**src/design/per_label_volume_length_stats_top_defines.svh**
```systemverilog
// assertion macros for the label statistics block
`ifndef PER_LABEL_VOLUME_LENGTH_STATS_TOP_DEFINES_SVH
`define PER_LABEL_VOLUME_LENGTH_STATS_TOP_DEFINES_SVH
`ifndef SYNTHESIS
`define PLS_ASSERT(lbl, cond, msg) \
  lbl: assert property (@(posedge clk) disable iff (rst) (cond)) else $error(msg);
`define PLS_ASSERT_IMP(lbl, pre, post, msg) \
  lbl: assert property (@(posedge clk) disable iff (rst) (pre) |=> (post)) else $error(msg);
`else
`define PLS_ASSERT(lbl, cond, msg)
`define PLS_ASSERT_IMP(lbl, pre, post, msg)
`endif
`endif

```
**src/design/pls_pkg.sv**
```systemverilog
`timescale 1ns / 1ps
package pls_pkg;
  localparam int NumLabels  = 256;
  localparam int LabelWidth = 8;
  localparam int GenWidth   = 8;
  localparam int CoordWidth = 10;
  localparam int CountWidth = 24;
  localparam int LenWidth   = 32;
  localparam int VolWidth   = 56;
  localparam int CfgIdxWidth = 2;
  localparam int CfgDataWidth = 32;
  localparam int IdxWidth   = $clog2(NumLabels);
  // scaled delta is coord+16 bits, square twice that, sum two more
  localparam int DeltaWidth = CoordWidth + 16;
  localparam int SumWidth   = 2 * DeltaWidth + 2;
  localparam int RootWidth  = (SumWidth + 1) / 2;
  localparam int GenReportLimit = 10;

  localparam logic [1:0] OP_VOXEL = 2'd0;
  localparam logic [1:0] OP_POINT = 2'd1;
  localparam logic [1:0] OP_READ  = 2'd2;

  localparam logic [CfgIdxWidth-1:0] REG_SPACING_X = 2'd0;
  localparam logic [CfgIdxWidth-1:0] REG_SPACING_Y = 2'd1;
  localparam logic [CfgIdxWidth-1:0] REG_SPACING_Z = 2'd2;
  localparam logic [CfgIdxWidth-1:0] REG_VOXEL_VOL = 2'd3;

  typedef struct packed {
    logic [1:0]            opcode;
    logic [LabelWidth-1:0] label;
    logic [GenWidth-1:0]   generation;
    logic [CoordWidth-1:0] point_x;
    logic [CoordWidth-1:0] point_y;
    logic [CoordWidth-1:0] point_z;
  } in_item_t;

  typedef struct packed {
    logic [LabelWidth-1:0] record_label;
    logic                  reportable;
    logic [GenWidth-1:0]   record_generation;
    logic [CountWidth-1:0] voxel_count;
    logic [VolWidth-1:0]   segment_volume;
    logic [LenWidth-1:0]   segment_length;
  } out_item_t;

  // one table entry
  typedef struct packed {
    logic [GenWidth-1:0]   gen;
    logic [CountWidth-1:0] count;
    logic [LenWidth-1:0]   len;
  } entry_t;

  // memory access request from the sequencer
  typedef struct packed {
    logic                wr;
    logic [IdxWidth-1:0] addr;
    entry_t              data;
  } mem_req_t;
endpackage

```
**src/design/pls_isqrt.sv**
```systemverilog
`timescale 1ns / 1ps
module pls_isqrt
  import pls_pkg::*;
(
  input  logic                 clk,
  input  logic                 rst,
  input  logic                 start,
  input  logic [SumWidth-1:0]  value,
  output logic                 done,
  output logic [RootWidth-1:0] root
);
  localparam int StepWidth = $clog2(RootWidth + 1);
  logic [SumWidth-1:0]  rad;
  logic [RootWidth:0]   rem;
  logic [RootWidth-1:0] res;
  logic [StepWidth-1:0] steps;
  logic                 busy;
  logic [RootWidth+2:0] part;
  logic [RootWidth+2:0] trial;

  // next two radicand bits onto the remainder, and the trial subtrahend
  always_comb begin
    part  = {rem, rad[SumWidth-1 -: 2]};
    trial = {1'b0, res, 2'b01};
  end

  // one result bit per cycle, restoring method
  always_ff @(posedge clk) begin
    if (rst) begin
      busy <= 1'b0;
      done <= 1'b0;
    end else begin
      done <= 1'b0;
      if (start) begin
        busy  <= 1'b1;
        rad   <= value;
        rem   <= '0;
        res   <= '0;
        steps <= StepWidth'(RootWidth);
      end else if (busy) begin
        if (part >= trial) begin
          rem <= (RootWidth + 1)'(part - trial);
          res <= {res[RootWidth-2:0], 1'b1};
        end else begin
          rem <= (RootWidth + 1)'(part);
          res <= {res[RootWidth-2:0], 1'b0};
        end
        rad   <= {rad[SumWidth-3:0], 2'b00};
        steps <= steps - 1'b1;
        if (steps == StepWidth'(1)) begin
          busy <= 1'b0;
          done <= 1'b1;
        end
      end
    end
  end
  assign root = res;
endmodule

```
**config.mk**
```make
export PLATFORM = sky130hd
export DESIGN_NAME = pls_isqrt
export DESIGN_NICKNAME = d
export VERILOG_FILES = /design/src/design/per_label_volume_length_stats_top_defines.svh /design/src/design/pls_pkg.sv /design/src/design/pls_isqrt.sv
export SDC_FILE = /design/constraint.sdc
export NUM_CORES = 1
export LEC_CHECK = 0
export BUFFER_PORTS_ARGS = -buffer_cell sky130_fd_sc_hd__buf_2
export CAP_MARGIN = 15
export CORE_ASPECT_RATIO = 0.75
export CORE_UTILIZATION = 45
export DETAILED_ROUTE_END_ITERATION = 10
export PLACE_DENSITY = 0.63
export SLEW_MARGIN = 20
export SYNTH_ARGS = -nofsm -noshare
export SYNTH_HDL_FRONTEND = slang
export SYNTH_SLANG_ARGS = --single-unit
```
**constraint.sdc**
```tcl
create_clock -name clk -period 22.1 [get_ports clk]
set_input_delay 3.315 -clock clk [delete_from_list [all_inputs] [get_ports clk]]
set_output_delay 3.315 -clock clk [all_outputs]
set_load 0.01 [all_outputs]
```
==> metrics.md <==
| Metric | Value |
|---|---|
| Sequential area share after synthesis | 0.529 |
| Pint | 0.492 mW |
| Input/output buffers | 84 |
| DP Worst Slack | 16340 ps |
| Worst Path Max Fanout | 60 |
| Layout cells sized above 1 | 0.281 |
| Critical Path Start Type | primary input |
| Max incr delay on CP | 720 ps |
| Required time worst endpoint | 22140 ps |
| Global Route Usage Sum | 0.200 |
| Quantity of gates resized following cts | 0 |
| Critical path class | in2reg |
| P_sw | 0.197 mW |
| Reg clk slew, reported paths | 50 ps |
| Setup slack after layout | 16850 ps |
| CTS Buf Count | 17 |
| Slew headroom | 0.257 |
| Worst IR drop on VDD | 0.0000629 V |
| Crit path arrival time | 5280 ps |
| Placed insts | 828 |
| Placed wire-length estimate | 9550 um |
| Netlist Area Pre-Place | 0.00655 mm2 |
| Syn Nets | 660 |
| Final setup TNS | 0 ps |
| GP Congestion | 0.920 |
| Vias in the first global route | 4673 |
| Layout fillers | 1193 |
| Yosys warning count | 0 |
| Clock latency on the worst-skew pair | 420 ps |
| Area delta synth->final | 18.0% |
| Mean number of vias per cell | 5.58 |
| Top FF cell, synth | edfxtp_1 |
| GRT met3 Usage | 0.0631 |
| Max H-tree Level | 4 |
| Comb power frac | 0.214 |
| Sw Ratio | 0.287 |
| Nets@finish | 740 |
| Register bit total from synthesis | 116 |
| Clock power frac | 0.392 |
| DRT iter0 DRCs | 382 |
| Top post-synthesis cells by area | edfxtp_1 (52%), mux2_2 (8.9%), ha_1 (5.9%) |
| CTS tree | done |
| Total power | 0.689 mW |
| CP endpoint kind | register |
| Asr flop ratio synth | 0 |
| Mux cell area share after synthesis | 0.0910 |
| Setup violations, final | 0 |
| Largest family of logic cells by synthesized area | compound AO/OA/AOI/OAI gates |
| Met2 Use GR | 0.299 |
| Hold WC Path Type | reg2reg |
| Max-slew violations | 0 |
| Largest net degree at the start of global routing | 81 |
| Io pins | 85 |
| GR Layer Usage met1 | 0.277 |
| CP max stage cell | buf_4 |
| Post-synthesis compound-gate area fraction | 0.146 |
| Minimum clock period | 5250 ps |
| ANT cells | 0 |
| Leakage power | 3.07 nW |
| Top cell type by total area after synthesis | edfxtp_1 |
| WL per Instance | 16.8 um |
| CP bufs+invs | 3 |
| Die ar. | 0.0150 mm2 |
| Synth unique cells | 59 |
| Sequential share of power | 0.394 |
| Xor and xnor fraction of the mapped netlist area | 0.0241 |
| Deepest clock path buffer count | 2 |
| First-pass iteration count of the detailed router | 5 |
| Antenna viol nets, final | 0 |
| Final period utilization | 0.237 |
| Worst slew pin tran | 1110 ps |
| Antenna violations before repair | 0 |
| Row count | 37 |
| Initial Utilization | 0.470 |
| Fmax | 191 MHz |
| Yosys top cell area share | 0.523 |
| RSZ-0062 raised after global routing | no |
| Worst Skew | 14.3 ps |
| Adder-cell area share of the yosys netlist | 0.0593 |
| Clock Tree Root | clkbuf_16 |
| Setup bufs post-CTS | 0 |
| Drc violations | 0 |
| Filler-free cell count of the finished design | 860 |
| Post-synth top cells | edfxtp_1 (114), mux2_2 (52), nor2_1 (52) |
| Synth Area in Simple Gates | 0.110 |
| Horiz. Die Dim | 141 um |
| Vias | 4799 |
| Max-capacitance violation count | 0 |
| GRT Max-Usage Layer | met2 |
| CP cell instances | buf_4 -> nor2_1 -> nor2_4 -> buf_4 -> buf_4 |
| Post-synth EDFFs | 114 |
| Fin. Hold Viols | 0 |
| Cells after Synth | 572 |
| Most common cell in the synthesized netlist | edfxtp_1 |
| Die Height | 106 um |
| Most used cell, CP | buf_4 |
| Gr ovfl total | 0 |
| Synthesized area per cell | 11.4 um2 |
| Clock sink count | 116 |
| Core Box Area | 0.0139 mm2 |
| Hold Buf Count CTS | 0 |
| Cell family with the largest share of critical-path delay | buffers and inverters |
| Outcome | complete, no violations |
| Drt total wl | 14400 um |
| First-pass GRT wire length | 23100 um |
| PD cells | 89.2 mW/mm2 |
-- metrics by stage --
stage	hold WS (ps)	util	area (um2)
6_report	504	0.554	7720
2_1_floorplan	454	-	6550
4_1_cts	512	0.554	7720
3_3_place_gp	506	0.512	7140
3_5_place_dp	504	0.512	7140
5_1_grt	518	0.554	7720
-- flip-flops by register name, indices dropped and copies added, names as in the netlist --
register and count:
rad 54, rem 28, root 27, steps 5, busy 1, done 1
-- metal layers --
metal | share of wire | up-vias
met5 | 0 | -
met4 | 0.012 | 0
met3 | 0.064 | 22
met1 | 0.48 | 2304
li1 | - | 2304
met2 | 0.45 | 169
-- placed cells by master, fill, tap and decap left out, types with 3 or more instances in the layout --
master,Yosys,layout
edfxtp_1,114,114
buf_2,1,83
mux2_2,52,52
nor2_1,52,51
a21oi_1,50,50
inv_1,38,38
ha_1,31,31
o21ai_0,25,25
nand3_1,21,21
clkbuf_16,0,17
o21ai_1,15,15
nand2_1,14,14
xnor2_1,13,13
a21o_1,10,10
nor3_1,10,10
nand4_1,8,8
and3_1,7,7
nand2b_1,7,7
and2_1,7,7
a211oi_1,7,7
clkinv_4,0,6
buf_4,0,6
o21a_1,5,5
xor2_1,5,5
o211ai_1,3,3
a221oi_1,3,3
or4b_1,3,3
a31oi_1,3,3
clkinv_2,0,3
-- layout make-up --
class	instances	area [um2]	area share
Clock buffer	18	429	0.0556
Timing Repair Buffer	89	460	0.0596
Sequential cell	116	3460	0.448
Inverter	38	143	0.0185
Multi-Input combinational cell	390	2830	0.366
Clock inverter	14	155	0.0201
Tap cell	195	244	0.0316
-- cell families after synthesis --
kind of cell / after synthesis
and+or+nand+nor: 143
adders and majority gates: 31
xor gates and xnor gates: 18
AOI/OAI and AO/OA: 145
muxes: 53
buffers and inverters: 66
DFF: 116
-- power by group through the flow --
stage                     clock (mW)  combinational, mW  sequential [mW]
after floorplan                    0              0.108            0.277
after global placement             0              0.141            0.275
after detailed placement           0              0.144            0.276
after CTS                      0.275              0.145            0.272
after global routing           0.284              0.162            0.273
final                          0.270              0.147            0.271
-- final timing paths --
check	startpoint	endpoint	slack, ps	cells past startpoint
hold / removal	busy	done	500	1
setup reg to reg	rem[18]	rem[21]	18570	8
hold reg to reg	busy	done	500	1
setup / recovery	start	root[19]	16850	5
(Power assumes the default switching activity.)
